$ cat src/hw/rtl/brbf_pkg.sv
`timescale 1ns / 1ps
// ----------------------------------------------------------------------------
// brbf_pkg
// Shared types and constants for the bright row band finder.
// ----------------------------------------------------------------------------
package brbf_pkg;

  // Default raster limits.
  localparam int MAX_COLS_DEF = 1024;
  localparam int MAX_ROWS_DEF = 1024;

  // Fixed field widths.
  localparam int PIX_W   = 8;
  localparam int CFG_W   = 11;
  localparam int CFG_IDX_W = 2;
  localparam int POS_W   = 10;
  localparam int HGT_W   = 11;
  localparam int SCORE_W = 21;
  localparam int STAT_W  = 2;

  localparam logic [SCORE_W-1:0] SCORE_MAX = {SCORE_W{1'b1}};

  // Register reset values.
  localparam logic [PIX_W-1:0] GRAY_THRESHOLD_RST  = 8'd250;
  localparam logic [CFG_W-1:0] MIN_ROW_COUNT_RST   = 11'd15;
  localparam logic [CFG_W-1:0] MAX_ROW_COUNT_RST   = 11'd400;
  localparam logic [CFG_W-1:0] MAX_BAND_HEIGHT_RST = 11'd60;

  typedef enum logic [CFG_IDX_W-1:0] {
    REG_GRAY_THRESHOLD  = 2'd0,
    REG_MIN_ROW_COUNT   = 2'd1,
    REG_MAX_ROW_COUNT   = 2'd2,
    REG_MAX_BAND_HEIGHT = 2'd3
  } brbf_reg_t;

  typedef enum logic [STAT_W-1:0] {
    STATUS_OK       = 2'd0,
    STATUS_NO_BAND  = 2'd1,
    STATUS_TOO_TALL = 2'd2
  } brbf_status_t;

  typedef struct packed {
    logic [PIX_W-1:0] gray_threshold;
    logic [CFG_W-1:0] min_row_count;
    logic [CFG_W-1:0] max_row_count;
    logic [CFG_W-1:0] max_band_height;
  } brbf_cfg_t;

  typedef struct packed {
    logic [PIX_W-1:0] pixel;
    logic             row_end;
    logic             frame_end;
  } brbf_item_t;

  typedef struct packed {
    brbf_status_t       status;
    logic [POS_W-1:0]   band_start;
    logic [POS_W-1:0]   band_end;
    logic [HGT_W-1:0]   band_height;
    logic [SCORE_W-1:0] band_score;
  } brbf_result_t;

endpackage

$ cat src/hw/rtl/brbf_band_core.sv
`timescale 1ns / 1ps
// ----------------------------------------------------------------------------
// brbf_band_core
// Per-row bright counting, band tracking and the frame-end band report.
// ----------------------------------------------------------------------------
module brbf_band_core import brbf_pkg::*; #(
  parameter int MAX_COLS = MAX_COLS_DEF,
  parameter int MAX_ROWS = MAX_ROWS_DEF
) (
  input  logic         clk,
  input  logic         rst_n,
  input  logic         advance,
  input  brbf_item_t   item,
  input  brbf_cfg_t    cfg,
  output brbf_result_t result
);

  localparam int CNT_W = $clog2(MAX_COLS + 1);
  localparam int ROW_W = $clog2(MAX_ROWS);
  localparam int CMP_W = (CNT_W > CFG_W) ? CNT_W : CFG_W;
  localparam int DIF_W = ROW_W + 1;
  localparam int HCM_W = (DIF_W + 1 > HGT_W) ? DIF_W + 1 : HGT_W;

  localparam logic [CNT_W-1:0] COLS_LIM = CNT_W'(MAX_COLS);
  localparam logic [ROW_W-1:0] ROW_LAST = ROW_W'(MAX_ROWS - 1);
  localparam logic [DIF_W-1:0] ROWS_N   = DIF_W'(MAX_ROWS);

  logic [CNT_W-1:0]   cnt_r, cnt_nxt;
  logic [ROW_W-1:0]   row_r, row_nxt;
  logic               in_band_r, in_band_nxt;
  logic [ROW_W-1:0]   open_start_r, open_start_nxt;
  logic [SCORE_W-1:0] open_score_r, open_score_nxt;
  logic [ROW_W-1:0]   best_start_r, best_start_nxt;
  logic [ROW_W-1:0]   best_end_r, best_end_nxt;
  logic [SCORE_W-1:0] best_score_r, best_score_nxt;
  logic               have_best_r, have_best_nxt;

  logic [CNT_W-1:0]   cnt_cur;
  logic               row_valid;
  logic [ROW_W-1:0]   prev_row;
  logic [SCORE_W:0]   open_sum;
  logic [SCORE_W-1:0] band_start_score;
  logic [ROW_W-1:0]   band_start_row;
  logic               cl_fire, cl_take, fin_have;
  logic [ROW_W-1:0]   cl_start, cl_end, fin_start, fin_end;
  logic [SCORE_W-1:0] cl_score, fin_score;
  logic [DIF_W-1:0]   diff;
  logic [DIF_W:0]     height;

  always_comb begin
    // Bright count including the current pixel, saturating at the column limit.
    cnt_cur = cnt_r;
    if (item.pixel >= cfg.gray_threshold && cnt_r < COLS_LIM) begin
      cnt_cur = cnt_r + 1'b1;
    end
    row_valid = (CMP_W'(cnt_cur) >= CMP_W'(cfg.min_row_count)) &&
                (CMP_W'(cnt_cur) <= CMP_W'(cfg.max_row_count));
    prev_row  = (row_r == '0) ? ROW_LAST : row_r - 1'b1;

    open_sum = {1'b0, open_score_r} + (SCORE_W + 1)'(cnt_cur);
    if (in_band_r) begin
      band_start_row   = open_start_r;
      band_start_score = open_sum[SCORE_W] ? SCORE_MAX : open_sum[SCORE_W-1:0];
    end else begin
      band_start_row   = row_r;
      band_start_score = SCORE_W'(cnt_cur);
    end

    // A band closes either on an invalid row or when the frame ends inside it.
    cl_fire  = 1'b0;
    cl_start = open_start_r;
    cl_end   = prev_row;
    cl_score = open_score_r;
    if (row_valid && item.frame_end) begin
      cl_fire  = 1'b1;
      cl_start = band_start_row;
      cl_end   = row_r;
      cl_score = band_start_score;
    end else if (!row_valid && in_band_r) begin
      cl_fire  = 1'b1;
    end
    cl_take   = cl_fire && (!have_best_r || cl_score > best_score_r);
    fin_have  = have_best_r || cl_fire;
    fin_start = cl_take ? cl_start : best_start_r;
    fin_end   = cl_take ? cl_end   : best_end_r;
    fin_score = cl_take ? cl_score : best_score_r;

    // Height modulo the row count, plus one.
    if (fin_end >= fin_start) begin
      diff = DIF_W'(fin_end) - DIF_W'(fin_start);
    end else begin
      diff = DIF_W'(fin_end) + ROWS_N - DIF_W'(fin_start);
    end
    height = (DIF_W + 1)'(diff) + 1'b1;

    if (!fin_have) begin
      result = '0;
      result.status = STATUS_NO_BAND;
    end else begin
      result.status      = (HCM_W'(height) > HCM_W'(cfg.max_band_height)) ?
                           STATUS_TOO_TALL : STATUS_OK;
      result.band_start  = POS_W'(fin_start);
      result.band_end    = POS_W'(fin_end);
      result.band_height = HGT_W'(height);
      result.band_score  = fin_score;
    end

    cnt_nxt        = cnt_r;
    row_nxt        = row_r;
    in_band_nxt    = in_band_r;
    open_start_nxt = open_start_r;
    open_score_nxt = open_score_r;
    best_start_nxt = best_start_r;
    best_end_nxt   = best_end_r;
    best_score_nxt = best_score_r;
    have_best_nxt  = have_best_r;
    if (advance) begin
      if (item.frame_end) begin
        cnt_nxt        = '0;
        row_nxt        = '0;
        in_band_nxt    = 1'b0;
        open_start_nxt = '0;
        open_score_nxt = '0;
        best_start_nxt = '0;
        best_end_nxt   = '0;
        best_score_nxt = '0;
        have_best_nxt  = 1'b0;
      end else if (item.row_end) begin
        cnt_nxt        = '0;
        row_nxt        = (row_r == ROW_LAST) ? '0 : row_r + 1'b1;
        in_band_nxt    = row_valid;
        if (row_valid) begin
          open_start_nxt = band_start_row;
          open_score_nxt = band_start_score;
        end
        best_start_nxt = fin_start;
        best_end_nxt   = fin_end;
        best_score_nxt = fin_score;
        have_best_nxt  = fin_have;
      end else begin
        cnt_nxt = cnt_cur;
      end
    end
  end

  always_ff @(posedge clk) begin
    if (!rst_n) begin
      cnt_r        <= '0;
      row_r        <= '0;
      in_band_r    <= 1'b0;
      open_start_r <= '0;
      open_score_r <= '0;
      best_start_r <= '0;
      best_end_r   <= '0;
      best_score_r <= '0;
      have_best_r  <= 1'b0;
    end else begin
      cnt_r        <= cnt_nxt;
      row_r        <= row_nxt;
      in_band_r    <= in_band_nxt;
      open_start_r <= open_start_nxt;
      open_score_r <= open_score_nxt;
      best_start_r <= best_start_nxt;
      best_end_r   <= best_end_nxt;
      best_score_r <= best_score_nxt;
      have_best_r  <= have_best_nxt;
    end
  end

endmodule

$ cat src/hw/rtl/bright_row_band_finder.sv
`timescale 1ns / 1ps
// ----------------------------------------------------------------------------
// bright_row_band_finder
// Finds the highest-scoring band of consecutive rows whose bright pixel
// count lies within a window, and reports it once per frame.
// ----------------------------------------------------------------------------
//
//   Channel  Ports                                   Moves
//   in       in_valid/in_ready, pixel, marks         one pixel request
//   out      out_valid/out_ready, band report        one report per frame
//   cfg      cfg_we, cfg_index, cfg_wdata            register write
//
// A pixel request is taken into an input register and processed from there,
// so one pixel per clock is sustained while the input side does not stall.
// The report is registered when its frame-end pixel is processed. Reset is
// synchronous, active low, and restores the register defaults and clears all
// frame state. The input side stalls only when a frame-end pixel waits in the
// input register while the previous frame's report has not yet been taken;
// other pixels keep flowing under a stalled output.
//
// Each pixel is compared with the threshold and counted for its row. At a row
// end the count is checked against the minimum and maximum; valid rows extend
// or open a band, and an invalid row closes an open band, which replaces the
// best band only when its score is strictly higher, so the earliest band wins
// a tie. At frame end the open band is closed and the best band is reported,
// with a too-tall status when its height exceeds the configured limit.
// ----------------------------------------------------------------------------
module bright_row_band_finder import brbf_pkg::*; #(
  parameter int MAX_COLS = MAX_COLS_DEF,
  parameter int MAX_ROWS = MAX_ROWS_DEF
) (
  input  logic                 clk,
  input  logic                 rst_n,
  input  logic                 in_valid,
  output logic                 in_ready,
  input  logic [PIX_W-1:0]     in_pixel,
  input  logic                 in_row_end,
  input  logic                 in_frame_end,
  output logic                 out_valid,
  input  logic                 out_ready,
  output logic [STAT_W-1:0]    out_status,
  output logic [POS_W-1:0]     out_band_start,
  output logic [POS_W-1:0]     out_band_end,
  output logic [HGT_W-1:0]     out_band_height,
  output logic [SCORE_W-1:0]   out_band_score,
  input  logic                 cfg_we,
  input  logic [CFG_IDX_W-1:0] cfg_index,
  input  logic [CFG_W-1:0]     cfg_wdata
);

  brbf_cfg_t    cfg_r, cfg_nxt;
  logic         s1_valid_r, s1_valid_nxt;
  brbf_item_t   s1_item_r;
  logic         advance;
  brbf_result_t core_result;
  logic         out_valid_r, out_valid_nxt;
  brbf_result_t out_r;
  logic         in_take;

  // Configuration registers; every 2-bit index names a register.
  always_comb begin
    cfg_nxt = cfg_r;
    if (cfg_we) begin
      unique case (brbf_reg_t'(cfg_index))
        REG_GRAY_THRESHOLD:  cfg_nxt.gray_threshold  = cfg_wdata[PIX_W-1:0];
        REG_MIN_ROW_COUNT:   cfg_nxt.min_row_count   = cfg_wdata;
        REG_MAX_ROW_COUNT:   cfg_nxt.max_row_count   = cfg_wdata;
        REG_MAX_BAND_HEIGHT: cfg_nxt.max_band_height = cfg_wdata;
        default:             cfg_nxt = cfg_r;
      endcase
    end
  end

  always_ff @(posedge clk) begin
    if (!rst_n) begin
      cfg_r.gray_threshold  <= GRAY_THRESHOLD_RST;
      cfg_r.min_row_count   <= MIN_ROW_COUNT_RST;
      cfg_r.max_row_count   <= MAX_ROW_COUNT_RST;
      cfg_r.max_band_height <= MAX_BAND_HEIGHT_RST;
    end else begin
      cfg_r <= cfg_nxt;
    end
  end

  // The held pixel moves on unless it ends a frame and the report slot is full.
  assign advance  = s1_valid_r && (!s1_item_r.frame_end || !out_valid_r || out_ready);
  assign in_ready = !s1_valid_r || advance;
  assign in_take  = in_valid && in_ready;

  always_comb begin
    s1_valid_nxt = s1_valid_r;
    if (in_take) begin
      s1_valid_nxt = 1'b1;
    end else if (advance) begin
      s1_valid_nxt = 1'b0;
    end
    out_valid_nxt = out_valid_r;
    if (advance && s1_item_r.frame_end) begin
      out_valid_nxt = 1'b1;
    end else if (out_ready) begin
      out_valid_nxt = 1'b0;
    end
  end

  always_ff @(posedge clk) begin
    if (!rst_n) begin
      s1_valid_r  <= 1'b0;
      out_valid_r <= 1'b0;
    end else begin
      s1_valid_r  <= s1_valid_nxt;
      out_valid_r <= out_valid_nxt;
    end
  end

  always_ff @(posedge clk) begin
    if (in_take) begin
      s1_item_r.pixel     <= in_pixel;
      s1_item_r.row_end   <= in_row_end;
      s1_item_r.frame_end <= in_frame_end;
    end
    if (advance && s1_item_r.frame_end) begin
      out_r <= core_result;
    end
  end

  brbf_band_core #(
    .MAX_COLS (MAX_COLS),
    .MAX_ROWS (MAX_ROWS)
  ) u_core (
    .clk     (clk),
    .rst_n   (rst_n),
    .advance (advance),
    .item    (s1_item_r),
    .cfg     (cfg_r),
    .result  (core_result)
  );

  assign out_valid       = out_valid_r;
  assign out_status      = out_r.status;
  assign out_band_start  = out_r.band_start;
  assign out_band_end    = out_r.band_end;
  assign out_band_height = out_r.band_height;
  assign out_band_score  = out_r.band_score;

  // A new report appears only after a frame-end pixel was processed.
  a_report_source: assert property (@(posedge clk) disable iff (!rst_n)
    (out_valid_r && !$past(out_valid_r)) |-> $past(advance && s1_item_r.frame_end))
    else $error("report raised without a processed frame end");

  // The input side stalls only behind a blocked frame-end pixel.
  a_stall_cause: assert property (@(posedge clk) disable iff (!rst_n)
    !in_ready |-> (s1_valid_r && s1_item_r.frame_end && out_valid_r && !out_ready))
    else $error("input stalled without a blocked frame end");

  // A no-band report carries empty band fields.
  a_no_band_empty: assert property (@(posedge clk) disable iff (!rst_n)
    (out_valid_r && out_r.status == STATUS_NO_BAND) |->
      (out_r.band_score == '0 && out_r.band_height == '0))
    else $error("no-band report with nonzero band fields");

  // A reported band has at least one row.
  a_band_height: assert property (@(posedge clk) disable iff (!rst_n)
    (out_valid_r && out_r.status != STATUS_NO_BAND) |-> (out_r.band_height != '0))
    else $error("reported band with zero height");

endmodule
$ cat config.mk
export PLATFORM = sky130hd
export DESIGN_NAME = bright_row_band_finder
export DESIGN_NICKNAME = d
export VERILOG_FILES = /design/src/hw/rtl/brbf_pkg.sv /design/src/hw/rtl/brbf_band_core.sv /design/src/hw/rtl/bright_row_band_finder.sv
export SDC_FILE = /design/constraint.sdc
export NUM_CORES = 1
export LEC_CHECK = 0
export BUFFER_PORTS_ARGS = -buffer_cell sky130_fd_sc_hd__buf_2
export CORE_ASPECT_RATIO = 0.8
export CORE_UTILIZATION = 50
export CTS_CLUSTER_DIAMETER = 60
export DETAILED_ROUTE_END_ITERATION = 12
export PLACE_DENSITY_LB_ADDON = 0.1
export SYNTH_ARGS = -nofsm -noshare
export SYNTH_HDL_FRONTEND = slang
export SYNTH_SLANG_ARGS = --single-unit
$ cat constraint.sdc
create_clock -name clk -period 17.3 [get_ports clk]
set_input_delay 1.73 -clock clk [delete_from_list [all_inputs] [get_ports clk]]
set_output_delay 1.73 -clock clk [all_outputs]
set_load 0.05 [all_outputs]
==> flow_summary_export.csv <==
group,metric,value,unit
logic_synthesis,synth-edff-count,64,
logic_synthesis,ys.flop_type,"dfxtp_1",
global_routing,grt_start_max_net_pins,73,
routing,ant_nets,0,
min_path,hold_path_end,"u_core.best_start_r[2]$_SDFFE_PN0P_",
job,maxCapViolations,0,
die,die_y,139,um
power_and_ir_drop,p_leak,0.00522,uW
critical_path,start_kind,"flip-flop",
routing,drt-vias-per-instance,5.84,
place,dp_hpwl,22.4,mm
critical_path,crit_slowest_cell,"or3_1",
critical_path,worst-r2r-cell-count,57,
critical_path,cp.arrival,12.50,ns
cts,clk_pin_slew,0.06,ns
sta,setup_viol,0,
sta,skew,0.00911,ns
logic_synthesis,synthXorXnorAreaFrac,3.68,%
sta,hold_viol_final,0,
die,dieArea,24000,sq um
cells_and_area,fin_nets,1528,
routing,dr.pass1.iters,5,
logic_synthesis,synthMuxAreaShare,1.22,%
cells_and_area,final_layout_size_suffix_gt1_share,10.2,%
logic_synthesis,synth_warnings,0,
logic_synthesis,synth-simple-area-share,17.9,%
routing,wl_per_cell,18.4,um
logic_synthesis,synth_cell_types,73,
power_and_ir_drop,power.density,76.3,nW/um^2
sta,layout_min_cycle_time,12.25,ns
logic_synthesis,synth_adder_area_share,9.47,%
sta,timing.setup.tns,0,ns
cells_and_area,fin_cells,1735,
cts,cts_resized,0,
place,dp_cells,1694,
power_and_ir_drop,peakVddDrop,67.7,uV
logic_synthesis,synth_nets,1475,
critical_path,end_kind,"flip-flop",
logic_synthesis,ys_ff_latch,202,
critical_path,max_stage_delay,0.50,ns
logic_synthesis,synth_top_family_by_area,"compound AO/OA/AOI/OAI gates",
logic_synthesis,avgSynthCellArea,8.59,sq um
cts,cts_buffer_depth,3,
critical_path,critical_path_class,"flip-flop to flip-flop",
routing,drcViolationCount,0,
global_routing,globalRouteTotalUtil,26.7,%
die,start_util,51.5,%
sta,worst_pin_slew,1.18,ns
global_routing,grt_pass1_vias,9497,
min_path,hp-start,"u_core.best_start_r[2]$_SDFFE_PN0P_",
critical_path,crit_required,17.55,ns
min_path,worstHoldPathType,"flip-flop to flip-flop",
die,core_area,22700,sq um
logic_synthesis,netlist_area,11700,sq um
routing,wirelength,31.9,mm
die,fp.dieW,173,um
sta,post-route-period-util,70.8,%
logic_synthesis,synth-compound-area-share,22.2,%
routing,drt-initial-drc-count,786,
logic_synthesis,synth_cells,1360,
sta,fmax,0.0816,GHz
cts,cts_buffers,23,
global_routing,antenna_found_initial,0,
global_routing,grt_pass1_wl,51.5,mm
sta,max_slew_margin,21.3,%
cts,cts.sinks,202,
die,io_pins,84,
cts,root_buffer,"clkbuf_16",
global_routing,overflow,0,
status,status,"complete, no violations",
cts,insertion_delay,0.51,ns
critical_path,r2r_slack,5.05,ns
cts,cts_hold_buf,0,
logic_synthesis,ys_async_sr_fraction,0,%
cells_and_area,area.growth.synth_to_final,11.4,%
cts,tritoncts,"done",
logic_synthesis,yosysSeqAreaShare,40.1,%
min_path,whs_path_depth,2,
cells_and_area,antenna_cells,0,
critical_path,r2r-end,"out_status[1]$_SDFFCE_PP0P_",
cts,post-cts-setup-buffers,0,
die,fp-row-count,49,
sta,grt_setup_unrepaired,"false",
place,gp_congestion,0.921,
critical_path,worst_path_most_repeated_cell,"a21o_1",
critical_path,crit_path_max_fanout,40,
sta,drv_slew,0,
cts,cts_max_level,1,
routing,vias,10100,
place,port_buffers,83,
critical_path,r2r_start,"s1_item_r[2]$_DFFE_PP_",
==> worst max-delay path by stage <==
stage	slack (ns)	cells after the start	endpoint	start
finish	5.05	57	out_status[1]$_SDFFCE_PP0P_	s1_item_r[2]$_DFFE_PP_
global route	4.18	55	out_status[1]$_SDFFCE_PP0P_	s1_item_r[2]$_DFFE_PP_
CTS	5.19	57	out_status[1]$_SDFFCE_PP0P_	s1_item_r[2]$_DFFE_PP_
detailed placement	5.27	57	out_status[1]$_SDFFCE_PP0P_	s1_item_r[2]$_DFFE_PP_
global placement	5.47	57	out_status[1]$_SDFFCE_PP0P_	s1_item_r[2]$_DFFE_PP_
floorplan	6.91	55	out_status[1]$_SDFFCE_PP0P_	s1_item_r[2]$_DFFE_PP_
==> cell families (layout without fill, tap and decap cells) <==
kind of cell | Yosys count | after routing
AND/OR/NAND/NOR | 451 | 451
XOR/XNOR | 49 | 49
adder cells (fa/ha/maj) | 88 | 88
AO/OA/AOI/OAI | 389 | 389
buffers and inverters | 167 | 236
flip-flops | 202 | 202
multiplexers | 14 | 14
==> cells in the mapped netlist, types with 10 or more instances <==
master,instances,area [sq um]
xor2_1,24,210
nor3_1,17,85.1
a21boi_0,29,218
and2_1,20,125
nand4_1,16,100
a22o_1,31,272
a22oi_1,19,143
a31oi_1,13,81.3
a21o_1,16,120
nor4_1,13,81.3
edfxtp_1,64,1920
nor2_1,86,323
nand3_1,33,165
nor2b_1,25,156
inv_1,94,353
o211ai_1,23,173
ha_1,86,1080
a21oi_1,73,365
clkbuf_1,64,240
xnor2_1,25,219
o21ai_0,97,485
dfxtp_1,138,2760
o21a_1,10,75.1
mux2i_1,12,120
nand2_1,197,739
==> metrics by stage <==
stage                     util (%)  setup WS (ns)  power (uW)  instance area (sq um)  hold slack [ns]
after global placement        54.4           5.47         562                  12300            0.439
after global routing          57.3           4.18        1030                  13000            0.486
after floorplan                  -           6.91         544                  11700            0.424
after detailed placement      54.4           5.27         563                  12300            0.445
after CTS                     57.3           5.19         999                  13000            0.458
final                         57.3           5.05         992                  13000            0.460
==> cell usage in the layout, fill, tap and decap left out, types with 23 or more instances in the layout <==
master	netlist	routed
ha_1	86	86
dfxtp_1	138	138
xor2_1	24	24
nor2b_1	25	25
inv_1	94	93
nand3_1	33	33
a21oi_1	73	73
nor2_1	86	85
a21boi_0	29	29
edfxtp_1	64	64
clkbuf_16	0	23
a22o_1	31	31
buf_2	1	83
o21ai_0	97	97
xnor2_1	25	25
o211ai_1	23	23
nand2_1	197	197
==> registers in the layout (all words and copies together), names as in the netlist, 2 cells and up <==
register             cells
u_core.row_r            10
cfg_r                   41
out_status               2
out_band_score          21
u_core.open_score_r     21
u_core.open_start_r     10
u_core.best_start_r     10
u_core.cnt_r            11
s1_item_r               10
u_core.best_score_r     21
u_core.best_end_r       10
out_band_start          10
out_band_end            10
out_band_height         11
==> routing by layer <==
layer,global-route usage (%),wire (um)
met1,38.1,15400
met2,42.0,13900
met3,3.18,1630
met4,8.43,898
met5,0,0
==> layout make-up <==
| type | instances | area [sq um] |
|---|---|---|
| Tap cell | 306 | 383 |
| Timing Repair Buffer | 101 | 551 |
| Clock buffer | 30 | 612 |
| Inverter | 94 | 353 |
| Sequential cell | 202 | 4680 |
| Fill cell | 2131 | 9680 |
| Multi-Input combinational cell | 991 | 6370 |
| Clock inverter | 11 | 52.6 |
==> critical path: cells and delay by family (launching register included) <==
kind | cells | cell delay [ns]
AOI/OAI and AO/OA | 29 | 5.64
xor gates and xnor gates | 2 | 0.59
adders and majority gates | 6 | 1.54
buffers and inverters | 5 | 0.98
DFF | 1 | 0.36
muxes | 3 | 0.79
and+or+nand+nor | 12 | 2.05
==> where the power goes <==
| group | switching [uW] | internal [uW] | leakage (uW) |
|---|---|---|---|
| clock network | 192 | 248 | 0.000321 |
| registers | 3.10 | 495 | 0.00176 |
| logic | 38.2 | 16.2 | 0.00314 |
| total | 233 | 759 | 0.00522 |
Power figures use the tool's default switching activity.
